$ cat config.mk
export PLATFORM = sky130hd
export DESIGN_NAME = stdp_weight_update
export DESIGN_NICKNAME = d
export VERILOG_FILES = /design/src/swu_pkg.sv /design/src/stdp_weight_update.sv
export VERILOG_INCLUDE_DIRS = /design/src /design/src/src
export SDC_FILE = /design/constraint.sdc
export NUM_CORES = 2
export LEC_CHECK = 0
export BUFFER_PORTS_ARGS = -buffer_cell sky130_fd_sc_hd__buf_2
export CAP_MARGIN = 10
export CORE_MARGIN = 2
export CORE_UTILIZATION = 35
export CTS_CLUSTER_DIAMETER = 200
export DETAILED_ROUTE_END_ITERATION = 10
export GPL_TIMING_DRIVEN = 0
export PLACE_DENSITY = 0.51
export SLEW_MARGIN = 20
export SYNTH_ARGS = -nofsm -noshare
export SYNTH_HDL_FRONTEND = slang
export SYNTH_SLANG_ARGS = --single-unit
$ cat constraint.sdc
create_clock -name i_clk -period 38.9 [get_ports i_clk]
set_input_delay 0 -clock i_clk [delete_from_list [all_inputs] [get_ports i_clk]]
set_output_delay 0 -clock i_clk [all_outputs]
set_load 0.02 [all_outputs]
$ cat src/stdp_weight_update_defines.svh
// Assertion macros for the STDP weight update block.
`ifndef STDP_WEIGHT_UPDATE_DEFINES_SVH
`define STDP_WEIGHT_UPDATE_DEFINES_SVH
`ifndef SYNTHESIS
`define SWU_ASSERT_IMP(lbl, ante, cons) \
    lbl: assert property (@(posedge i_clk) disable iff (!i_rst_n) (ante) |-> (cons)) \
        else $error("stdp_weight_update: check failed");
`define SWU_ASSERT_NXT(lbl, ante, cons) \
    lbl: assert property (@(posedge i_clk) disable iff (!i_rst_n) (ante) |=> (cons)) \
        else $error("stdp_weight_update: check failed");
`else
`define SWU_ASSERT_IMP(lbl, ante, cons)
`define SWU_ASSERT_NXT(lbl, ante, cons)
`endif
`endif

$ cat src/swu_pkg.sv
// Constants and arithmetic helpers for the STDP weight update block.
package swu_pkg;

    localparam int TIME_FRAC_BITS_DEF   = 8;
    localparam int KERNEL_FRAC_BITS_DEF = 15;
    localparam int SHIFT_MS             = 5;
    localparam int LIMIT_MS             = 64;
    localparam logic [3:0] K_TERMS      = 4'd13;

    localparam logic [63:0] DEC16 = 64'd10000000000000000;
    localparam logic [63:0] DEC15 = 64'd1000000000000000;

    // round(num/den * 2^bits), ties up; num below twice den
    function automatic logic [63:0] frac_q(input logic [63:0] num, input logic [63:0] den,
                                           input int bits);
        logic [63:0] res;
        logic [63:0] r;
        int i;
        res = 64'd0;
        r   = num;
        if (r >= den) begin
            r   = r - den;
            res = 64'd1;
        end
        for (i = 0; i < bits; i++) begin
            r   = r << 1;
            res = res << 1;
            if (r >= den) begin
                r      = r - den;
                res[0] = 1'b1;
            end
        end
        if ((r << 1) >= den) begin
            res = res + 64'd1;
        end
        return res;
    endfunction

    localparam logic [63:0] LN2_Q32  = frac_q(64'd6931471805599453, DEC16, 32);
    localparam logic [63:0] L2E_Q30  = frac_q(64'd14426950408889634, DEC16, 30);
    localparam logic [63:0] BDEP_Q32 = frac_q(64'd1331251297482154, DEC16, 32);
    localparam logic [63:0] BPOT_Q32 = frac_q(64'd896464339979975, DEC16, 32);
    localparam logic [63:0] ADEP_Q48 = frac_q(64'd9954616079, DEC15, 48);
    localparam logic [63:0] APOT_Q48 = frac_q(64'd212995136, DEC15, 48);
    localparam logic [63:0] CDEP_Q32 = (BDEP_Q32 * L2E_Q30 + (64'd1 << 29)) >> 30;
    localparam logic [63:0] CPOT_Q32 = (BPOT_Q32 * L2E_Q30 + (64'd1 << 29)) >> 30;

    localparam logic [63:0] RECIP_NUM = 64'd1 << 33;
    localparam logic [7:0]  RECIP_SH  = 8'd33;

    // floor(2^33/k), one below 2^33 for k of one; quotient needs one correction
    function automatic logic [32:0] recip(input logic [3:0] k);
        logic [32:0] v;
        case (k)
            4'd1:    v = 33'h1_FFFF_FFFF;
            4'd2:    v = 33'(RECIP_NUM / 2);
            4'd3:    v = 33'(RECIP_NUM / 3);
            4'd4:    v = 33'(RECIP_NUM / 4);
            4'd5:    v = 33'(RECIP_NUM / 5);
            4'd6:    v = 33'(RECIP_NUM / 6);
            4'd7:    v = 33'(RECIP_NUM / 7);
            4'd8:    v = 33'(RECIP_NUM / 8);
            4'd9:    v = 33'(RECIP_NUM / 9);
            4'd10:   v = 33'(RECIP_NUM / 10);
            4'd11:   v = 33'(RECIP_NUM / 11);
            4'd12:   v = 33'(RECIP_NUM / 12);
            4'd13:   v = 33'(RECIP_NUM / 13);
            default: v = 33'd0;
        endcase
        return v;
    endfunction

    // (p + 2^(sh-1)) >> sh, or plain truncation
    function automatic logic [39:0] rnd_shift(input logic [65:0] p, input logic [7:0] sh,
                                              input logic trunc);
        logic [66:0] half;
        logic [66:0] s;
        half = trunc ? 67'd0 : (67'd1 << (sh - 8'd1));
        s    = {1'b0, p} + half;
        return 40'(s >> sh);
    endfunction

endpackage

$ cat src/stdp_weight_update.sv
// STDP pair-rule weight update for one synapse, built on one shared multiplier.
//
// Channels: requests enter on i_in_valid / o_in_stall and are taken at an edge with
// valid high and stall low. Results leave on o_out_valid / i_out_stall under the same
// rule. The learning amplitude is written on i_cfg_valid / o_cfg_ready, always ready.
// A load request goes straight to DONE. In a spike request that evaluates the kernel,
// every step goes through one 33x33 multiplier with a rounding shifter, 35 products
// in all, 26 of them in the 13-term series for the fractional power of two (each term is a
// multiply and a division by k done as a reciprocal multiply with one correction).
// Requests that evaluate nothing skip the multiplier, and those whose spacing is beyond
// the kernel window stop at the window check.
// The input is stalled while a request is at work. A finished result sits in an
// output register, so the next request is taken while it waits; a second result
// waits in the sequencer until the receiver takes the first.
// Reset clears weight, change flag and output valid, and sets the amplitude to one.
module stdp_weight_update #(
    parameter int TIME_FRAC_BITS   = swu_pkg::TIME_FRAC_BITS_DEF,
    parameter int KERNEL_FRAC_BITS = swu_pkg::KERNEL_FRAC_BITS_DEF
) (
    input  logic               i_clk,
    input  logic               i_rst_n,
    input  logic               i_in_valid,
    output logic               o_in_stall,
    input  logic               i_action,
    input  logic               i_pre_starts_spike,
    input  logic               i_post_starts_spike,
    input  logic [31:0]        i_pre_spike_time,
    input  logic [31:0]        i_post_spike_time,
    input  logic [31:0]        i_load_value,
    output logic               o_out_valid,
    input  logic               i_out_stall,
    output logic [31:0]        o_weight_out,
    output logic               o_changed,
    output logic signed [15:0] o_kernel_value,
    input  logic               i_cfg_valid,
    output logic               o_cfg_ready,
    input  logic [31:0]        i_cfg_learn_amplitude
);
    import swu_pkg::*;
    `include "stdp_weight_update_defines.svh"

    localparam logic [32:0] SHIFT_T = 33'(SHIFT_MS << TIME_FRAC_BITS);
    localparam logic [32:0] LIMIT_T = 33'(LIMIT_MS << TIME_FRAC_BITS);
    localparam int          MQ_SH   = 24 - TIME_FRAC_BITS;
    localparam logic [7:0]  SH_W    = 8'd24;
    localparam logic [7:0]  SH_32   = 8'd32;
    localparam logic [7:0]  SH_30   = 8'd30;
    localparam logic [7:0]  SH_HB   = 8'd28;
    localparam logic [7:0]  SH_MAG  = 8'(58 - KERNEL_FRAC_BITS);
    localparam logic [7:0]  SH_DLT  = 8'(KERNEL_FRAC_BITS);

    // sequencer states
    localparam logic [3:0] ST_IDLE  = 4'd0;
    localparam logic [3:0] ST_WAIT  = 4'd1;
    localparam logic [3:0] ST_CHK   = 4'd2;
    localparam logic [3:0] ST_WRES  = 4'd3;
    localparam logic [3:0] ST_TRES  = 4'd4;
    localparam logic [3:0] ST_SRES  = 4'd5;
    localparam logic [3:0] ST_DRES  = 4'd6;
    localparam logic [3:0] ST_HRES  = 4'd7;
    localparam logic [3:0] ST_H2RES = 4'd8;
    localparam logic [3:0] ST_H4RES = 4'd9;
    localparam logic [3:0] ST_H8RES = 4'd10;
    localparam logic [3:0] ST_HARES = 4'd11;
    localparam logic [3:0] ST_MRES  = 4'd12;
    localparam logic [3:0] ST_DLRES = 4'd13;
    localparam logic [3:0] ST_DONE  = 4'd14;

    // control
    logic [3:0]  r_st;
    logic [3:0]  r_ret;
    logic        r_ovalid;
    // shared multiplier: operands, rounding shift, product
    logic [32:0] r_opa;
    logic [32:0] r_opb;
    logic [7:0]  r_sh;
    logic        r_trunc;
    logic [65:0] r_prod;
    // per-request working values
    logic        r_dep;
    logic [32:0] r_m;
    logic [30:0] r_mq;
    logic [7:0]  r_n;
    logic [31:0] r_t;
    logic [31:0] r_x;
    logic [32:0] r_sum;
    logic [3:0]  r_k;
    logic [32:0] r_h2;
    logic [15:0] r_mag;
    logic [15:0] r_kern;
    // synapse state and amplitude
    logic [31:0] r_weight;
    logic        r_flag;
    logic [31:0] r_amp;
    // output register
    logic [31:0] r_ow;
    logic        r_oc;
    logic [15:0] r_ok;

    logic [65:0] prod;
    logic [39:0] rnd;
    logic        in_acc;
    logic [32:0] post_sh;
    logic [32:0] pre_ext;
    logic        acc_dep;
    logic [32:0] acc_m;
    logic        acc_eval;
    logic [30:0] mq_c;
    logic [32:0] c_sel;
    logic [32:0] aq_sel;
    logic [31:0] q;
    logic [35:0] qk;
    logic [35:0] rem;
    logic [31:0] n_qc;
    logic [32:0] n_sum;
    logic [15:0] mag_s;
    logic [32:0] delta;
    logic [33:0] wsum;
    logic [31:0] n_weight;

    assign o_in_stall     = (r_st != ST_IDLE);
    assign o_cfg_ready    = 1'b1;
    assign o_out_valid    = r_ovalid;
    assign o_weight_out   = r_ow;
    assign o_changed      = r_oc;
    assign o_kernel_value = r_ok;

    assign in_acc = i_in_valid && (r_st == ST_IDLE);

    // spike spacing: x = post - pre + shift, sign and magnitude
    assign post_sh  = {1'b0, i_post_spike_time} + SHIFT_T;
    assign pre_ext  = {1'b0, i_pre_spike_time};
    assign acc_dep  = post_sh < pre_ext;
    assign acc_m    = acc_dep ? (pre_ext - post_sh) : (post_sh - pre_ext);
    assign acc_eval = (i_pre_starts_spike || i_post_starts_spike)
                      && (i_pre_spike_time != 32'd0) && (i_post_spike_time != 32'd0);

    assign mq_c   = 31'(64'(r_m) << MQ_SH);
    assign c_sel  = r_dep ? CDEP_Q32[32:0] : CPOT_Q32[32:0];
    assign aq_sel = r_dep ? ADEP_Q48[32:0] : APOT_Q48[32:0];

    assign prod = r_opa * r_opb;
    assign rnd  = rnd_shift(r_prod, r_sh, r_trunc);

    // division by k: reciprocal quotient is low by at most one
    assign q     = rnd[31:0];
    assign qk    = {4'd0, q} * {32'd0, r_k};
    assign rem   = {4'd0, r_x} - qk;
    assign n_qc  = q + {31'd0, (rem >= {32'd0, r_k})};
    assign n_sum = r_k[0] ? (r_sum - {1'b0, n_qc}) : (r_sum + {1'b0, n_qc});

    // clamp kernel magnitude to the Q1.15 range of its sign
    always_comb begin
        if (r_dep) begin
            mag_s = (rnd > 40'd32768) ? 16'h8000 : rnd[15:0];
        end else begin
            mag_s = (rnd > 40'd32767) ? 16'h7FFF : rnd[15:0];
        end
    end

    // weight plus or minus delta, floored at zero and saturated at full scale
    assign delta = rnd[32:0];
    assign wsum  = {2'd0, r_weight} + {1'b0, delta};
    always_comb begin
        if (r_dep) begin
            n_weight = ({1'b0, r_weight} <= delta) ? 32'd0 : (r_weight - delta[31:0]);
        end else begin
            n_weight = (wsum > 34'h0_FFFF_FFFF) ? 32'hFFFF_FFFF : wsum[31:0];
        end
    end

    always_ff @(posedge i_clk) begin
        r_prod <= prod;
    end

    always_ff @(posedge i_clk) begin
        if (!i_rst_n) begin
            r_st     <= ST_IDLE;
            r_ovalid <= 1'b0;
            r_weight <= 32'd0;
            r_flag   <= 1'b0;
            r_amp    <= 32'd65536;
        end else begin
            if (i_cfg_valid) begin
                r_amp <= i_cfg_learn_amplitude;
            end
            // drop the result once taken; DONE may reload it below
            if (r_ovalid && !i_out_stall) begin
                r_ovalid <= 1'b0;
            end
            case (r_st)
                ST_IDLE: begin
                    if (in_acc) begin
                        r_kern <= 16'd0;
                        r_dep  <= acc_dep;
                        r_m    <= acc_m;
                        if (i_action) begin
                            r_weight <= i_load_value;
                            r_st     <= ST_DONE;
                        end else if (acc_eval) begin
                            r_st <= ST_CHK;
                        end else begin
                            r_st <= ST_DONE;
                        end
                    end
                end
                ST_WAIT: begin
                    r_st <= r_ret;
                end
                ST_CHK: begin
                    // beyond the window the kernel is zero
                    if (r_m > LIMIT_T) begin
                        r_flag <= 1'b0;
                        r_st   <= ST_DONE;
                    end else begin
                        r_mq    <= mq_c;
                        r_opa   <= {2'd0, mq_c};
                        r_opb   <= c_sel;
                        r_sh    <= SH_W;
                        r_trunc <= 1'b0;
                        r_ret   <= ST_WRES;
                        r_st    <= ST_WAIT;
                    end
                end
                ST_WRES: begin
                    // integer part to the final shift, fraction on to 2^-f
                    r_n     <= rnd[39:32];
                    r_opa   <= {1'b0, rnd[31:0]};
                    r_opb   <= {1'b0, LN2_Q32[31:0]};
                    r_sh    <= SH_32;
                    r_trunc <= 1'b0;
                    r_ret   <= ST_TRES;
                    r_st    <= ST_WAIT;
                end
                ST_TRES: begin
                    r_t     <= rnd[31:0];
                    r_sum   <= 33'h1_0000_0000;
                    r_k     <= 4'd1;
                    r_opa   <= 33'h1_0000_0000;
                    r_opb   <= {1'b0, rnd[31:0]};
                    r_sh    <= SH_32;
                    r_trunc <= 1'b0;
                    r_ret   <= ST_SRES;
                    r_st    <= ST_WAIT;
                end
                ST_SRES: begin
                    r_x     <= rnd[31:0];
                    r_opa   <= {1'b0, rnd[31:0]};
                    r_opb   <= recip(r_k);
                    r_sh    <= RECIP_SH;
                    r_trunc <= 1'b1;
                    r_ret   <= ST_DRES;
                    r_st    <= ST_WAIT;
                end
                ST_DRES: begin
                    r_sum   <= n_sum;
                    r_trunc <= 1'b0;
                    r_st    <= ST_WAIT;
                    if (r_k == K_TERMS) begin
                        r_opa <= {2'd0, r_mq};
                        r_opb <= n_sum;
                        r_sh  <= SH_HB + r_n;
                        r_ret <= ST_HRES;
                    end else begin
                        r_k   <= r_k + 4'd1;
                        r_opa <= {1'b0, n_qc};
                        r_opb <= {1'b0, r_t};
                        r_sh  <= SH_32;
                        r_ret <= ST_SRES;
                    end
                end
                ST_HRES: begin
                    r_opa   <= rnd[32:0];
                    r_opb   <= rnd[32:0];
                    r_sh    <= SH_30;
                    r_trunc <= 1'b0;
                    r_ret   <= ST_H2RES;
                    r_st    <= ST_WAIT;
                end
                ST_H2RES: begin
                    r_h2    <= rnd[32:0];
                    r_opa   <= rnd[32:0];
                    r_opb   <= rnd[32:0];
                    r_sh    <= SH_30;
                    r_trunc <= 1'b0;
                    r_ret   <= ST_H4RES;
                    r_st    <= ST_WAIT;
                end
                ST_H4RES: begin
                    r_opa   <= rnd[32:0];
                    r_opb   <= rnd[32:0];
                    r_sh    <= SH_30;
                    r_trunc <= 1'b0;
                    r_ret   <= ST_H8RES;
                    r_st    <= ST_WAIT;
                end
                ST_H8RES: begin
                    r_opa   <= rnd[32:0];
                    r_opb   <= r_h2;
                    r_sh    <= SH_30;
                    r_trunc <= 1'b0;
                    r_ret   <= ST_HARES;
                    r_st    <= ST_WAIT;
                end
                ST_HARES: begin
                    r_opa   <= aq_sel;
                    r_opb   <= rnd[32:0];
                    r_sh    <= SH_MAG;
                    r_trunc <= 1'b0;
                    r_ret   <= ST_MRES;
                    r_st    <= ST_WAIT;
                end
                ST_MRES: begin
                    r_mag <= mag_s;
                    if (mag_s == 16'd0) begin
                        r_flag <= 1'b0;
                        r_st   <= ST_DONE;
                    end else begin
                        r_opa   <= {1'b0, r_amp};
                        r_opb   <= {17'd0, mag_s};
                        r_sh    <= SH_DLT;
                        r_trunc <= 1'b0;
                        r_ret   <= ST_DLRES;
                        r_st    <= ST_WAIT;
                    end
                end
                ST_DLRES: begin
                    r_weight <= n_weight;
                    r_flag   <= 1'b1;
                    r_kern   <= r_dep ? 16'(16'd0 - r_mag) : r_mag;
                    r_st     <= ST_DONE;
                end
                ST_DONE: begin
                    // hold until the output register is free
                    if (!r_ovalid || !i_out_stall) begin
                        r_ovalid <= 1'b1;
                        r_ow     <= r_weight;
                        r_oc     <= r_flag;
                        r_ok     <= r_kern;
                        r_st     <= ST_IDLE;
                    end
                end
                default: begin
                    r_st <= ST_IDLE;
                end
            endcase
        end
    end

    `SWU_ASSERT_NXT(a_load_to_done, in_acc && i_action, r_st == ST_DONE)
    `SWU_ASSERT_IMP(a_k_range, r_st == ST_DRES, r_k != 4'd0 && r_k <= K_TERMS)
    `SWU_ASSERT_IMP(a_div_corr, r_st == ST_DRES, rem < {31'd0, r_k, 1'b0})
    `SWU_ASSERT_IMP(a_kern_sign, r_st == ST_DONE && r_kern != 16'd0, r_kern[15] == r_dep)
    `SWU_ASSERT_IMP(a_kern_flag, o_out_valid && o_kernel_value != 16'sd0, o_changed)

endmodule

# --- After elaboration in Yosys (flattened, before gate mapping) ---
# Memory sizes are Yosys's and may differ from the RTL's. A register that Yosys moved wholly into a read port is not among the register bits.
# Index checks and enable logic that the tools add are counted.
# W data, S select, Z words.
totals:
  inputBits: 136
  output_inout_bits: 52
  mem_count: 1
  elab_cells: 174
  reg_bits: 487
  mem_bits_ro: 528
memory_table:
  columns: ["memory", "words", "word_bits", "read_ports", "rd_clocked_by_memory_dff", "write_ports", "line", "source"]
  rows:
  - ["(no name shown)", 16, 33, 1, 1, 0, "swu_pkg.sv:54", "case (k)"]
classes:
  mux: 53
  shifts: 2
  n_addsub: 14
  n_reduce_logical: 46
  n_bitwise: 1
  magnitude_cmp: 7
  n_mul: 2
  n_eq_ne: 23
ops:
  columns: ["op", "n"]
  rows:
  - ["$pmux W33 S8", 1]
  - ["$mux W33", 7]
  - ["$pmux W33 S7", 1]
  - ["$mux W32", 7]
  - ["$mux W16", 5]
  - ["$add A66 B67 Y67", 1]
  - ["$mux W67", 1]
  - ["$shl A1 B8 Y67 const A", 1]
  - ["$shr A67 B8 Y40", 1]
  - ["$mul A33 B33 Y66", 1]
  - ["$pmux W33 S2", 1]
  - ["$sub A33 B32 Y33", 2]
  - ["$pmux W32 S2", 1]
  - ["$reduce_bool A32 Y1", 2]
  - ["$pmux W8 S7", 1]
  - ["$pmux W4 S11", 1]
  - ["$gt A40 B15 Y1 const B", 1]
  - ["$gt A40 B16 Y1 const B", 1]
  - ["$mux W4", 10]
  - ["$ge A36 B4 Y1", 1]
  - ["$mul A32 B4 Y36", 1]
  - ["$sub A32 B36 Y36", 1]
  - ["$add A32 B33 Y34", 1]
  - ["$gt A34 B32 Y1 const B", 1]
  - ["45 further kinds", 97]

# --- Logic depth before layout (Yosys ltp) ---
logic_depth:
  depth_word: 13
  depth_mapped: 84
  depth_no_buf: 78

# --- Least setup slack after synthesis ---
# No wires, ideal clock.
synth_path:
  kind: "flip-flop to flip-flop"
  from: "register r_sh[3]"
  to: "register r_opb[32], data pin"
  path_buffers: 9
  path_stages_with_launch: 77
  setup_slack_ps: 21919
  t_arrival_ps: 16836
  t_required_ps: 38755
  cell_sequence: "edfxtp_1 > clkbuf_1 > clkbuf_1 > clkbuf_1 > clkbuf_1 > buf_1 > clkbuf_1 > nor2_1 > nand2_1 > nor2_1 > ha_1 > buf_2 > nand4_1 > or3_1 > o41ai_2 > nor3_1 > or2_2 > a221o_1 > (+41 left out) > xnor2_1 > ha_1 > or3_1 > o21ai_0 > a21oi_1 > a41oi_1 > a21oi_1 > a211o_1 > a31o_2 > or4_1 > a31oi_1 > nor2b_1 > o21a_1 > o21ai_0 > nand2b_1 > a21oi_1 > xnor3_1 > o21ai_1"
synth_between:
  elab_chain_len: 13
  word_cells_on_any_way: 14
  cone_classes: "add/sub: 6; mul: 1; order compare: 1; shift: 2; mux: 4"
synth_lines:
  columns: ["item", "line", "source"]
  rows:
  - ["from (decl)", "stdp_weight_update.sv:76", "logic [7:0] r_sh;"]
  - ["from (signal assigned)", "stdp_weight_update.sv:262", "r_sh <= SH_HB + r_n;"]
  - ["$sub A8 B1 Y8", "swu_pkg.sv:78", "half = trunc ? 67'd0 : (67'd1 << (sh - 8'd1));"]
  - ["$shl A1 B8 Y67", "swu_pkg.sv:78", null]
  - ["$mux W67", "swu_pkg.sv:78", null]
  - ["$add A66 B67 Y67", "swu_pkg.sv:79", "s = {1'b0, p} + half;"]
  - ["$shr A67 B8 Y40 *", "swu_pkg.sv:80", "return 40'(s >> sh);"]
  - ["net delta[0]", "stdp_weight_update.sv:117", "logic [32:0] delta;"]
  - ["$mul A32 B4 Y36", "stdp_weight_update.sv:147", "assign qk = {4'd0, q} * {32'd0, r_k};"]
  - ["$sub A32 B36 Y36", "stdp_weight_update.sv:148", "assign rem = {4'd0, r_x} - qk;"]
  - ["$ge A36 B4 Y1", "stdp_weight_update.sv:149", "assign n_qc = q + {31'd0, (rem >= {32'd0, r_k})};"]
  - ["$add A32 B1 Y32 *", "stdp_weight_update.sv:149", null]
  - ["$add A33 B32 Y33 or $sub A33 B32 Y33 (tied branches)", "stdp_weight_update.sv:150", "assign n_sum = r_k[0] ? (r_sum - {1'b0, n_qc}) : (r_sum + {1'b0, n_qc});"]
  - ["$mux W33 *", "stdp_weight_update.sv:150", null]
  - ["$mux W33 *", "stdp_weight_update.sv:259", "if (r_k == K_TERMS) begin"]
  - ["$pmux W33 S8 *", "stdp_weight_update.sv:191", "case (r_st)"]
  - ["to (signal assigned)", "stdp_weight_update.sv:261", "r_opb <= n_sum;"]
  - ["to (signal assigned)", "stdp_weight_update.sv:267", "r_opb <= {1'b0, r_t};"]
  - ["to (signal assigned)", "stdp_weight_update.sv:274", "r_opb <= rnd[32:0];"]
  - ["to (decl)", "stdp_weight_update.sv:75", "logic [32:0] r_opb;"]
# The timed path passes the listed nets; every way through them passes the cells marked *.
# A chain may end at the register's enable or synchronous reset.

# --- Worst setup path in the final report ---
layout_path:
  from: "register r_sh[0]"
  to: "register r_opb[32], data pin"
# Same word-level chain as after synthesis.

==> impl_metrics.py <==
metrics = {
    "setup_path": {
        "cpMostUsedCell": "nand2_1",
        "critical-path-slowest-cell": "clkinv_1",
        "path_max_fanout": 13,
        "reg2reg_depth": 73,
        "cp_top_family": "compound AO/OA/AOI/OAI gates",
        "required_ns": 39.31,
        "criticalPathCategory": "reg2reg",
        "path_buf_inv": 8,
        "timing.rr.end": "r_opb[32]$_DFFE_PP_",
        "cp.arrival_ns": 28.30,
        "r2r_slack_ns": 11.01,
        "cp-end-kind": "register",
        "start_kind": "register",
        "max_stage_delay_ns": 1.06,
        "r2r_start": "r_sh[0]$_DFFE_PP_",
    },
    "placement": {
        "postPlaceCellArea_um2": 86300,
        "gp_congestion": 1.03,
        "dp.final_hpwl_um": 338000,
        "io_buffers": 184,
    },
    "layout": {
        "fillers": 23900,
        "mostFrequentLayoutCell": "nand2_1",
        "drive_above_1_share_pct": 6.29,
        "final_cell_mix": "1,411 x nand2_1, 1,331 x inv_1, 1,054 x fa_1",
        "fin_nets": 11600,
        "layout-area-overhead-vs-synth_pct": 10.6,
        "final_area_um2": 89400,
    },
    "min_path": {
        "worstHoldEndpoint": "r_m[32]$_DFFE_PP_",
        "hold_class": "in2reg",
        "worstHoldStart": "i_post_spike_time[30]",
        "min_path_cells": 6,
    },
    "logic_synthesis": {
        "ys_ff_latch": 508,
        "syn_avg_cell_area_um2": 8.51,
        "syn_inst": 9505,
        "synth_warnings": 0,
        "ys_seq_area_share_pct": 16.9,
        "syn-num-nets": 11300,
        "synth_cell_types": 116,
        "syn_area_um2": 80900,
        "synth-main-ff-cell": "edfxtp_1",
        "async_flop_share_pct": 0,
        "synth_edf_count": 351,
    },
    "sta": {
        "setup_tns_ns": 0,
        "hold_violations": 0,
        "drv_slew": 0,
        "rsz0062_at_grt": "no",
        "fin_skew_ns": 0.0742,
        "max-slew-margin-rel_pct": 8.03,
        "setup_violations": 0,
        "fmax_mhz": 35.9,
        "min_period_over_period_pct": 71.7,
        "period_needed_ns": 27.89,
        "worstMarginPinSlew_ns": 1.38,
    },
    "clock_tree": {
        "ctsHtreeMaxLevel": 2,
        "ctsRootBufferMaster": "clkbuf_16",
        "clk_pin_slew_worst_paths_ns": 0.06,
        "cts_tree": "done",
        "cts_resized": 0,
        "insertion_delay_ns": 0.76,
        "cts.sinks": 508,
        "clk_path_buf_depth": 3,
        "cts_buffers": 60,
    },
    "job": {
        "maxCapViolCount": 0,
    },
    "status": {
        "status": "complete, no violations",
    },
    "drt": {
        "wl_um": 417000,
        "detail_route.first_pass.iterations": 7,
        "routed_via_density": 5.95,
        "vias": 77100,
        "antenna_left": 0,
        "wl_per_cell_um": 32.2,
        "drt-initial-drc-count": 8803,
        "drc_errors": 0,
    },
    "global_route": {
        "grt_use_total_pct": 34.6,
        "grt_pass1_wl_um": 581000,
        "antenna_found_initial": 30,
        "grt_overflow": 0,
        "grt_max_degree": 26,
        "first_global_vias": 76200,
    },
    "floorplan": {
        "die_w_um": 485,
        "initial_core_util_pct": 35.2,
        "ios": 188,
        "row_count": 176,
        "coreArea_um2": 230000,
        "fp.dieH_um": 485,
        "dieArea_um2": 235000,
    },
}
[how the worst max path moves through the flow]
stage	start	to	slack (ns)	cells past startpoint
after CTS	r_sh[0]$_DFFE_PP_	r_opb[32]$_DFFE_PP_	11.92	77
after floorplan	r_sh[3]$_DFFE_PP_	r_opb[32]$_DFFE_PP_	21.92	76
after global placement	r_sh[0]$_DFFE_PP_	r_opb[32]$_DFFE_PP_	11.11	81
final	r_sh[0]$_DFFE_PP_	r_opb[32]$_DFFE_PP_	11.01	73
after global routing	r_sh[0]$_DFFE_PP_	r_opb[32]$_DFFE_PP_	10.51	72
after detailed placement	r_sh[0]$_DFFE_PP_	r_opb[32]$_DFFE_PP_	12.05	77
[through the flow]
step / worst slack, ns / util (%) / hold slack (ns) / instances
floorplan: 21.92 / - / 0.128 / 9505
global placement: 11.11 / 37.2 / 0.271 / 12700
detailed placement: 12.05 / 37.5 / 0.281 / 12700
CTS: 11.92 / 38.9 / 0.0170 / 12900
global route: 10.51 / 38.9 / 0.0568 / 12900
finish: 11.01 / 38.9 / 0.0391 / 13000
[layout make-up]
class                      count  area (um2)  area share (%)
antenna                       14        35.0          0.0392
timing repair buffer         304        2270            2.54
tap                         3026        3790            4.23
multi-input combinational   7132       60400            67.6
sequential                   508       13700            15.3
inverter                    1343        5040            5.64
buffer                       522        2080            2.33
clock buffer                  79        1650            1.85
clock inverter                35         454           0.508
[logic make-up (layout without fill, tap and decap cells)]
| group | count (synthesis) | after routing | share of synthesized area, % |
|---|---|---|---|
| muxes | 136 | 136 | 1.98 |
| xor gates and xnor gates | 300 | 300 | 3.27 |
| buffers and inverters | 1865 | 2283 | 8.73 |
| other | 1 | 15 | 0.00464 |
| adders and majority gates | 1617 | 1617 | 34.8 |
| and+or+nand+nor | 3212 | 3212 | 18.6 |
| AOI/OAI and AO/OA | 1866 | 1866 | 15.8 |
| DFF | 508 | 508 | 16.9 |
[Yosys cell counts (all sizes together) (45+ instances only)]
master / instances / area, um2
or3: 53 / 337
and3: 62 / 388
xor2: 109 / 955
nor2: 601 / 2260
dfxtp: 157 / 3140
a31oi: 69 / 432
a221oi: 62 / 549
a21oi: 454 / 2290
clkbuf: 445 / 1670
ha: 563 / 7040
nor4: 75 / 528
o211ai: 72 / 541
a211oi: 73 / 563
buf: 77 / 350
xnor2: 190 / 1660
nand3: 165 / 826
o21ai: 385 / 1930
fa: 1054 / 21100
nor2b: 72 / 450
and2: 337 / 2110
nor3: 151 / 808
nand2: 1411 / 5300
edfxtp: 351 / 10500
o21bai: 45 / 338
mux2i: 96 / 961
o21a: 68 / 510
inv: 1337 / 5020
nand2b: 58 / 363
nand4: 101 / 672
a21o: 109 / 818
[tightest hold or removal path, delay by kind of cell]
family          cells  cell delay, ns
simple gates        3            0.37
compound gates      2            0.16
buf+inv             1            0.12
[repair_timing]
item                                   CTS  global route
hold buffers                            95             0
endpoints found under the hold margin  131             0
setup buffers                            0             0
[state kept, by name (all words and copies together) (netlist names), 16 cells and up, named ones only]
name and count:
r_prod 66, r_h2 33, r_m 33, r_opa 33, r_opb 33, r_sum 33, o_weight_out 32, r_amp 32
r_t 32, r_weight 32, r_x 32, o_kernel_value 16, r_kern 16, r_mag 16
[per-layer routing]
layer	global-route usage [%]	up-vias	wire (um)
met3	6.57	836	37700
met4	17.2	30	24800
li1	-	32600	-
met2	52.2	4136	179000
met5	0	-	202
met1	47.5	39400	175000
Power is left out: the tool's default activity adds up to more than one toggle a clock period on the data nets, which glitch-free logic cannot reach.
